<file path="src/hdl/dpr_pkg.sv">
// Package for the dual-channel PWM ramp controller with overcurrent cutback.
// Holds the request/response structs, command and register codes, reset values.
// No dependencies.
package dpr_pkg;

	localparam int NUM_CH           = 2;
	localparam int SLOW_TICK_DIVIDE = 256;
	localparam int TICK_W           = (SLOW_TICK_DIVIDE > 2) ? $clog2(SLOW_TICK_DIVIDE) : 1;

	localparam int CFG_IDX_W  = 3;
	localparam int CFG_DATA_W = 8;

	// command codes
	localparam logic [1:0] CMD_TICK = 2'd0;
	localparam logic [1:0] CMD_TRIP = 2'd1;
	localparam logic [1:0] CMD_SET  = 2'd2;

	// register indexes
	localparam logic [CFG_IDX_W-1:0] REG_RAMP_STEP    = 3'd0;
	localparam logic [CFG_IDX_W-1:0] REG_DUTY_CEILING = 3'd1;
	localparam logic [CFG_IDX_W-1:0] REG_HOLD_TICKS   = 3'd2;
	localparam logic [CFG_IDX_W-1:0] REG_SPEED_LO     = 3'd3;
	localparam logic [CFG_IDX_W-1:0] REG_SPEED_HI     = 3'd4;

	// reset values
	localparam logic [6:0] RST_RAMP_STEP    = 7'd10;
	localparam logic [7:0] RST_DUTY_CEILING = 8'd250;
	localparam logic [3:0] RST_HOLD_TICKS   = 4'd2;
	localparam logic [7:0] RST_SPEED_LO     = 8'd5;
	localparam logic [7:0] RST_SPEED_HI     = 8'd249;
	localparam logic [7:0] RST_DUTY         = 8'd10;

	typedef struct packed {
		logic [1:0] cmd;
		logic       motor;
		logic [7:0] speed;
		logic       direction;
		logic       enable;
	} req_t;

	typedef struct packed {
		logic [7:0] duty_main;
		logic [7:0] duty_aux;
		logic       dir_main;
		logic       dir_aux;
		logic       en_main;
		logic       en_aux;
		logic       armed_main;
		logic       armed_aux;
		logic       slow_tick;
	} rsp_t;

endpackage

</file>
<file path="src/hdl/dual_pwm_ramp_overcurrent_cutback.sv">
// Top level of the dual-channel PWM ramp controller with overcurrent cutback.
// Depends on dpr_pkg.
//
// Each request (PWM tick, overcurrent event, or motor command) gives exactly one
// response showing both channels' state after that request. One request is
// accepted every clock cycle while the response side does not stall; an accepted
// request passes through the input register, then the response register that
// also updates the channel state. A stalled response holds one more request in
// the input register before req_ready drops. Register writes take effect at once
// and should be made only while no request is in flight.
module dual_pwm_ramp_overcurrent_cutback (
	input  logic                          clk,
	input  logic                          arst_n,
	input  logic                          req_valid,
	output logic                          req_ready,
	input  dpr_pkg::req_t                 req,
	output logic                          rsp_valid,
	input  logic                          rsp_ready,
	output dpr_pkg::rsp_t                 rsp,
	input  logic                          cfg_we,
	input  logic [dpr_pkg::CFG_IDX_W-1:0]  cfg_idx,
	input  logic [dpr_pkg::CFG_DATA_W-1:0] cfg_data
);
	import dpr_pkg::*;

	// configuration
	logic [6:0] ramp_step_q;
	logic [7:0] duty_ceiling_q;
	logic [3:0] hold_ticks_q;
	logic [7:0] speed_lo_q;
	logic [7:0] speed_hi_q;

	// channel state
	logic [7:0] duty_q    [NUM_CH];
	logic [7:0] request_q [NUM_CH];
	logic       dir_q     [NUM_CH];
	logic       en_q      [NUM_CH];
	logic [3:0] hold_q    [NUM_CH];
	logic       armed_q   [NUM_CH];
	logic [TICK_W-1:0] tick_cnt_q;

	logic [7:0] duty_d    [NUM_CH];
	logic [7:0] request_d [NUM_CH];
	logic       dir_d     [NUM_CH];
	logic       en_d      [NUM_CH];
	logic [3:0] hold_d    [NUM_CH];
	logic       armed_d   [NUM_CH];
	logic [TICK_W-1:0] tick_cnt_d;
	logic       slow_d;

	logic [8:0] up_sum  [NUM_CH];
	logic [7:0] up_duty [NUM_CH];
	logic [7:0] dn_sub  [NUM_CH];
	logic [7:0] dn_tgt  [NUM_CH];
	logic [7:0] dn_duty [NUM_CH];

	logic       valid_s1;
	req_t       item_s1;
	logic       advance;
	logic [7:0] clamp_run;
	logic [7:0] clamp_stop;
	logic       tick_last;

	assign advance   = valid_s1 && (!rsp_valid || rsp_ready);
	assign req_ready = !valid_s1 || advance;

	function automatic logic [7:0] clamp_speed(input logic [7:0] s, input logic [7:0] lo,
			input logic [7:0] hi);
		logic [7:0] r;
		if (s < lo) begin
			r = lo;
		end else if (s > hi) begin
			r = hi;
		end else begin
			r = s;
		end
		return r;
	endfunction

	always_ff @(posedge clk or negedge arst_n) begin
		if (!arst_n) begin
			ramp_step_q    <= RST_RAMP_STEP;
			duty_ceiling_q <= RST_DUTY_CEILING;
			hold_ticks_q   <= RST_HOLD_TICKS;
			speed_lo_q     <= RST_SPEED_LO;
			speed_hi_q     <= RST_SPEED_HI;
		end else if (cfg_we) begin
			case (cfg_idx)
				REG_RAMP_STEP:    ramp_step_q    <= cfg_data[6:0];
				REG_DUTY_CEILING: duty_ceiling_q <= cfg_data[7:0];
				REG_HOLD_TICKS:   hold_ticks_q   <= cfg_data[3:0];
				REG_SPEED_LO:     speed_lo_q     <= cfg_data[7:0];
				REG_SPEED_HI:     speed_hi_q     <= cfg_data[7:0];
				default: ;
			endcase
		end
	end

	// input register
	always_ff @(posedge clk or negedge arst_n) begin
		if (!arst_n) begin
			valid_s1 <= 1'b0;
		end else if (req_ready) begin
			valid_s1 <= req_valid;
		end
	end

	always_ff @(posedge clk) begin
		if (req_ready && req_valid) begin
			item_s1 <= req;
		end
	end

	assign clamp_run  = clamp_speed(item_s1.speed, speed_lo_q, speed_hi_q);
	assign clamp_stop = clamp_speed(8'd0, speed_lo_q, speed_hi_q);
	assign tick_last  = tick_cnt_q == TICK_W'(SLOW_TICK_DIVIDE - 1);

	always_comb begin
		for (int c = 0; c < NUM_CH; c++) begin
			up_sum[c]  = {1'b0, duty_q[c]} + {2'b00, ramp_step_q};
			up_duty[c] = (up_sum[c] > {1'b0, request_q[c]}) ? request_q[c] : up_sum[c][7:0];
			dn_sub[c]  = (duty_q[c] > {1'b0, ramp_step_q}) ? duty_q[c] - {1'b0, ramp_step_q}
				: 8'd0;
			dn_tgt[c]  = (duty_ceiling_q > request_q[c]) ? duty_ceiling_q - request_q[c] : 8'd0;
			dn_duty[c] = (dn_sub[c] < dn_tgt[c]) ? dn_tgt[c] : dn_sub[c];

			duty_d[c]    = duty_q[c];
			request_d[c] = request_q[c];
			dir_d[c]     = dir_q[c];
			en_d[c]      = en_q[c];
			hold_d[c]    = hold_q[c];
			armed_d[c]   = armed_q[c];

			case (item_s1.cmd)
				CMD_TICK: begin
					if (hold_q[c] != 4'd0) begin
						hold_d[c] = hold_q[c] - 4'd1;
					end else begin
						armed_d[c] = 1'b1;
						duty_d[c]  = dir_q[c] ? dn_duty[c] : up_duty[c];
					end
				end
				CMD_TRIP: begin
					if (item_s1.motor == 1'(c) && armed_q[c]) begin
						duty_d[c]  = dir_q[c] ? duty_ceiling_q : 8'd0;
						hold_d[c]  = hold_ticks_q;
						armed_d[c] = 1'b0;
					end
				end
				CMD_SET: begin
					if (item_s1.motor == 1'(c)) begin
						if (item_s1.enable) begin
							request_d[c] = clamp_run;
							dir_d[c]     = item_s1.direction;
							en_d[c]      = 1'b1;
						end else begin
							request_d[c] = clamp_stop;
							en_d[c]      = 1'b0;
						end
					end
				end
				default: ;
			endcase
		end

		tick_cnt_d = tick_cnt_q;
		slow_d     = 1'b0;
		if (item_s1.cmd == CMD_TICK) begin
			if (tick_last) begin
				slow_d     = 1'b1;
				tick_cnt_d = '0;
			end else begin
				tick_cnt_d = tick_cnt_q + TICK_W'(1);
			end
		end
	end

	// state update and response register
	always_ff @(posedge clk or negedge arst_n) begin
		if (!arst_n) begin
			for (int c = 0; c < NUM_CH; c++) begin
				duty_q[c]    <= RST_DUTY;
				request_q[c] <= 8'd0;
				dir_q[c]     <= 1'b0;
				en_q[c]      <= 1'b0;
				hold_q[c]    <= 4'd0;
				armed_q[c]   <= 1'b1;
			end
			tick_cnt_q <= '0;
		end else if (advance) begin
			for (int c = 0; c < NUM_CH; c++) begin
				duty_q[c]    <= duty_d[c];
				request_q[c] <= request_d[c];
				dir_q[c]     <= dir_d[c];
				en_q[c]      <= en_d[c];
				hold_q[c]    <= hold_d[c];
				armed_q[c]   <= armed_d[c];
			end
			tick_cnt_q <= tick_cnt_d;
		end
	end

	always_ff @(posedge clk or negedge arst_n) begin
		if (!arst_n) begin
			rsp_valid <= 1'b0;
		end else if (advance) begin
			rsp_valid <= 1'b1;
		end else if (rsp_ready) begin
			rsp_valid <= 1'b0;
		end
	end

	always_ff @(posedge clk) begin
		if (advance) begin
			rsp.duty_main  <= duty_d[0];
			rsp.duty_aux   <= duty_d[1];
			rsp.dir_main   <= dir_d[0];
			rsp.dir_aux    <= dir_d[1];
			rsp.en_main    <= en_d[0];
			rsp.en_aux     <= en_d[1];
			rsp.armed_main <= armed_d[0];
			rsp.armed_aux  <= armed_d[1];
			rsp.slow_tick  <= slow_d;
		end
	end

endmodule

</file>
<file path="config.mk">
export PLATFORM = sky130hd
export DESIGN_NAME = dual_pwm_ramp_overcurrent_cutback
export DESIGN_NICKNAME = d
export VERILOG_FILES = /design/src/hdl/dpr_pkg.sv /design/src/hdl/dual_pwm_ramp_overcurrent_cutback.sv
export SDC_FILE = /design/constraint.sdc
export NUM_CORES = 1
export LEC_CHECK = 0
export ABC_AREA = 1
export BUFFER_PORTS_ARGS = -buffer_cell sky130_fd_sc_hd__buf_2
export CAP_MARGIN = 20
export CORE_MARGIN = 3
export CORE_UTILIZATION = 30
export DETAILED_ROUTE_END_ITERATION = 10
export MAX_ROUTING_LAYER = met4
export PLACE_DENSITY = 0.56
export SKIP_LAST_GASP = 1
export SLEW_MARGIN = 15
export SYNTH_ARGS = -nofsm -noshare
export SYNTH_HDL_FRONTEND = slang
export SYNTH_SLANG_ARGS = --single-unit
</file>
<file path="constraint.sdc">
create_clock -name clk -period 3.8 [get_ports clk]
set_input_delay 0.76 -clock clk [delete_from_list [all_inputs] [get_ports clk]]
set_output_delay 0.76 -clock clk [all_outputs]
set_load 0.05 [all_outputs]
</file>
==> impl_metrics.ini <==
[yosys]
synthTopCellsByCount = nand2_1, inv_1, o21ai_0
synthAdderAreaFrac_pct = 13.51
synth_compound_area_share_pct = 15.27
yosysMostFrequentCell = nand2_1
yosysTopAreaCell = dfrtp_1
synth_area_mm2 = 0.009408
ys_types = 49
ys_async_sr_fraction_pct = 71.65
synth_edf_count = 36
synthFlopType = dfrtp_1
netlist_instances = 1255
synth_nets = 1382
yosysWarnings = 0
synth_top_area_share_pct = 18.09
yosys.area_share.simple_pct = 24.40
synth_area_leaders = dfrtp_1, nand2_1, ha_1, edfxtp_1, inv_1
syn_avg_cell_area_um2 = 7.496
synth_seq_area_share_pct = 36.00
synth_xor_area_share_pct = 1.583
ys_ff_latch = 127
synth_top_family_by_area = simple AND/OR/NAND/NOR gates
synthMuxAreaShare_pct = 0

[drt]
wl_per_cell_um = 16.35
vias = 8725
route.detailed.drc = 0
via_per_inst = 4.907
first_pass_iters = 7
wl_um = 29070
first_iter_violations = 726
detail-route-antenna-nets = 0

[placement]
place.gp.congestion = 0.9363
port_buffers = 53
place_area_mm2 = 0.01043
place_inst = 1730
place_hpwl_um = 22920

[setup_path]
worstPathCellList = inv_1 > ha_1 > inv_2 > buf_4 > nand2_1 > and2_1 > a31oi_1 > xor2_1 > nor2_2 > ha_1 > nand2_1 > nor2_2 > a211oi_2 > buf_4 > nand2_8 > nand2_1 > nand3_1 > nand2_1 > nand2_1 > nand2_1 > nand2_2
slowest_delay_ns = 0.55
cp_slowest_cell = dfstp_2
end_kind = flop
worstSetupPathType = flop to flop
cp.arrival_ns = 3.72
crit_top_cell = nand2_1
startpoint_type = flop
crit_fanout = 8
cp_data_required_time_ns = 3.96

[grt]
antenna_found_initial = 0
grtUsageTotal_pct = 17.94
first_global_vias = 8217
grt_max_degree = 48
grt_overflow = 0
grt_pass1_wl_um = 45640

[min_path]
hp-class = input port to async pin

[clock_tree]
root_buffer = clkbuf_16
htree_levels = 4
clkSinkCount = 127
clockBufferDepth = 2
clock_latency_ns = 0.42
cts_buffers = 17
cts.clk_slew.worst_paths_ns = 0.06
tritoncts = yes
postCtsHoldBufs = 0

[cells_and_area]
diodes = 0
final_cell_area_mm2 = 0.01156
layout-drive-gt1-share_pct = 20.84
postLayoutCoreUtil_pct = 37.59
area_growth_pct = 22.87
nets = 1496
final_cells = 1778

[sta]
slew_violations = 0
slew_headroom_pct = 34.34
finClkSkew_ns = 0.01515
fmax_ghz = 0.2809
tightest_slew_ns = 0.9849
post-route-period-util_pct = 93.67
hold_viol = 0
grt_setup_unrepaired = true
period_minus_slack_ns = 3.560
setup-violations-final = 0

[floorplan]
die-width_um = 183.1
start_util_pct = 30.59
core_mm2 = 0.03075
dieArea_mm2 = 0.03352
fp.dieH_um = 183.1
ioPinCount = 54
num_rows = 64

[outcome]
status = finished clean

[flow_run]
max-cap-violations = 0
## what timing repair did
item	CTS	global route
setup endpoints to repair	21	32
buffers inserted	2	12
pin swaps	0	32
resized for setup	1	97
cloned	0	2
## worst max-delay path, delay by kind of cell, from the launching register on
| kind | cells | cell delay (ns) |
|---|---|---|
| simple gates | 12 | 1.00 |
| flops | 1 | 0.55 |
| fa+ha+maj | 2 | 0.65 |
| buf+inv | 4 | 0.48 |
| xor+xnor | 1 | 0.24 |
| compound gates | 2 | 0.36 |
## worst paths after layout
check                           depth (start not counted)                       endpoint  slack [ns]                  startpoint
max in group asynchronous                               2  duty_ceiling_q[4]$_DFFE_PN1P_        2.62                      arst_n
worst max-delay path                                   21              rsp[15]$_DFFE_PP_        0.24  ramp_step_q[3]$_DFFE_PN1P_
min in group clk                                        2      request_q[15]$_DFFE_PN0P_        0.49   request_q[15]$_DFFE_PN0P_
worst max register to register                         21              rsp[15]$_DFFE_PP_        0.24  ramp_step_q[3]$_DFFE_PN1P_
worst min register to register                          2      request_q[15]$_DFFE_PN0P_        0.49   request_q[15]$_DFFE_PN0P_
worst min-delay path                                    1          duty_q[4]$_DFFE_PN0P_        0.32                      arst_n
## final cells by class
| class | instances | area [µm²] |
|---|---|---|
| Inverter | 184 | 694.4 |
| Sequential cell | 127 | 3388 |
| Clock inverter | 8 | 110.1 |
| Fill cell | 3219 | 19190 |
| Tap cell | 396 | 495.5 |
| Multi-Input combinational cell | 914 | 5517 |
| Clock buffer | 24 | 535.5 |
| Timing Repair Buffer | 125 | 819.5 |
## metal layers
layer / GRT usage (%) / up-vias / share of wire, %
met5: - / - / 0
met4: 4.296 / 0 / 2.1
met3: 2.519 / 46 / 5.3
met2: 28.06 / 252 / 45
met1: 24.74 / 4063 / 47
li1: - / 4364 / -
## per-stage QoR
step,hold WS (ns),TNS (ns),setup slack [ns]
after floorplan,0.4468,0,0.2907
after global placement,0.4693,-1.677,-0.1828
after detailed placement,0.4729,-0.7264,-0.1010
after CTS,0.3445,-0.01063,-0.01063
after global routing,0.3454,-0.07481,-0.02104
final,0.3237,0,0.2404
## cell families (layout without fill, tap and decap cells)
kind of cell / after synthesis / count (layout)
simple gates: 541 / 543
compound gates: 256 / 256
fa+ha+maj: 98 / 98
xor+xnor: 17 / 17
buf+inv: 216 / 341
flops: 127 / 127
## sequential cells by signal (all words and copies together) (netlist names)
name,count
armed_q,2
dir_q,2
duty_ceiling_q,8
duty_q,16
en_q,2
hold_q,8
hold_ticks_q,4
item_s1,13
ramp_step_q,7
request_q,16
rsp,23
rsp_valid,1
speed_hi_q,8
speed_lo_q,8
tick_cnt_q,8
valid_s1,1
## cell usage in the layout (no fill, tap or decap), types with 4 or more instances in the layout
cell type and count:
buf_2 52, o21ai_0 107, nand3_2 5, fa_2 4, a21oi_2 14, o211ai_1 12, nand3_1 58, inv_1 176
xor2_2 4, nand2_4 8, inv_2 5, xor2_1 13, or2_2 7, dfstp_2 23, o21ai_2 8, nor2_2 5
a32oi_1 12, nor2_1 80, edfxtp_1 36, nand4_1 15, ha_1 84, dfrtp_1 67, o21ai_1 10, nand2_1 318
buf_4 70, ha_4 5, clkbuf_16 20, nor3_1 5, nand2_2 26, a21oi_1 67, a31oi_1 8
Power is not shown: default switching activity piles up to over one toggle a cycle in this logic, so the estimate is an artifact.
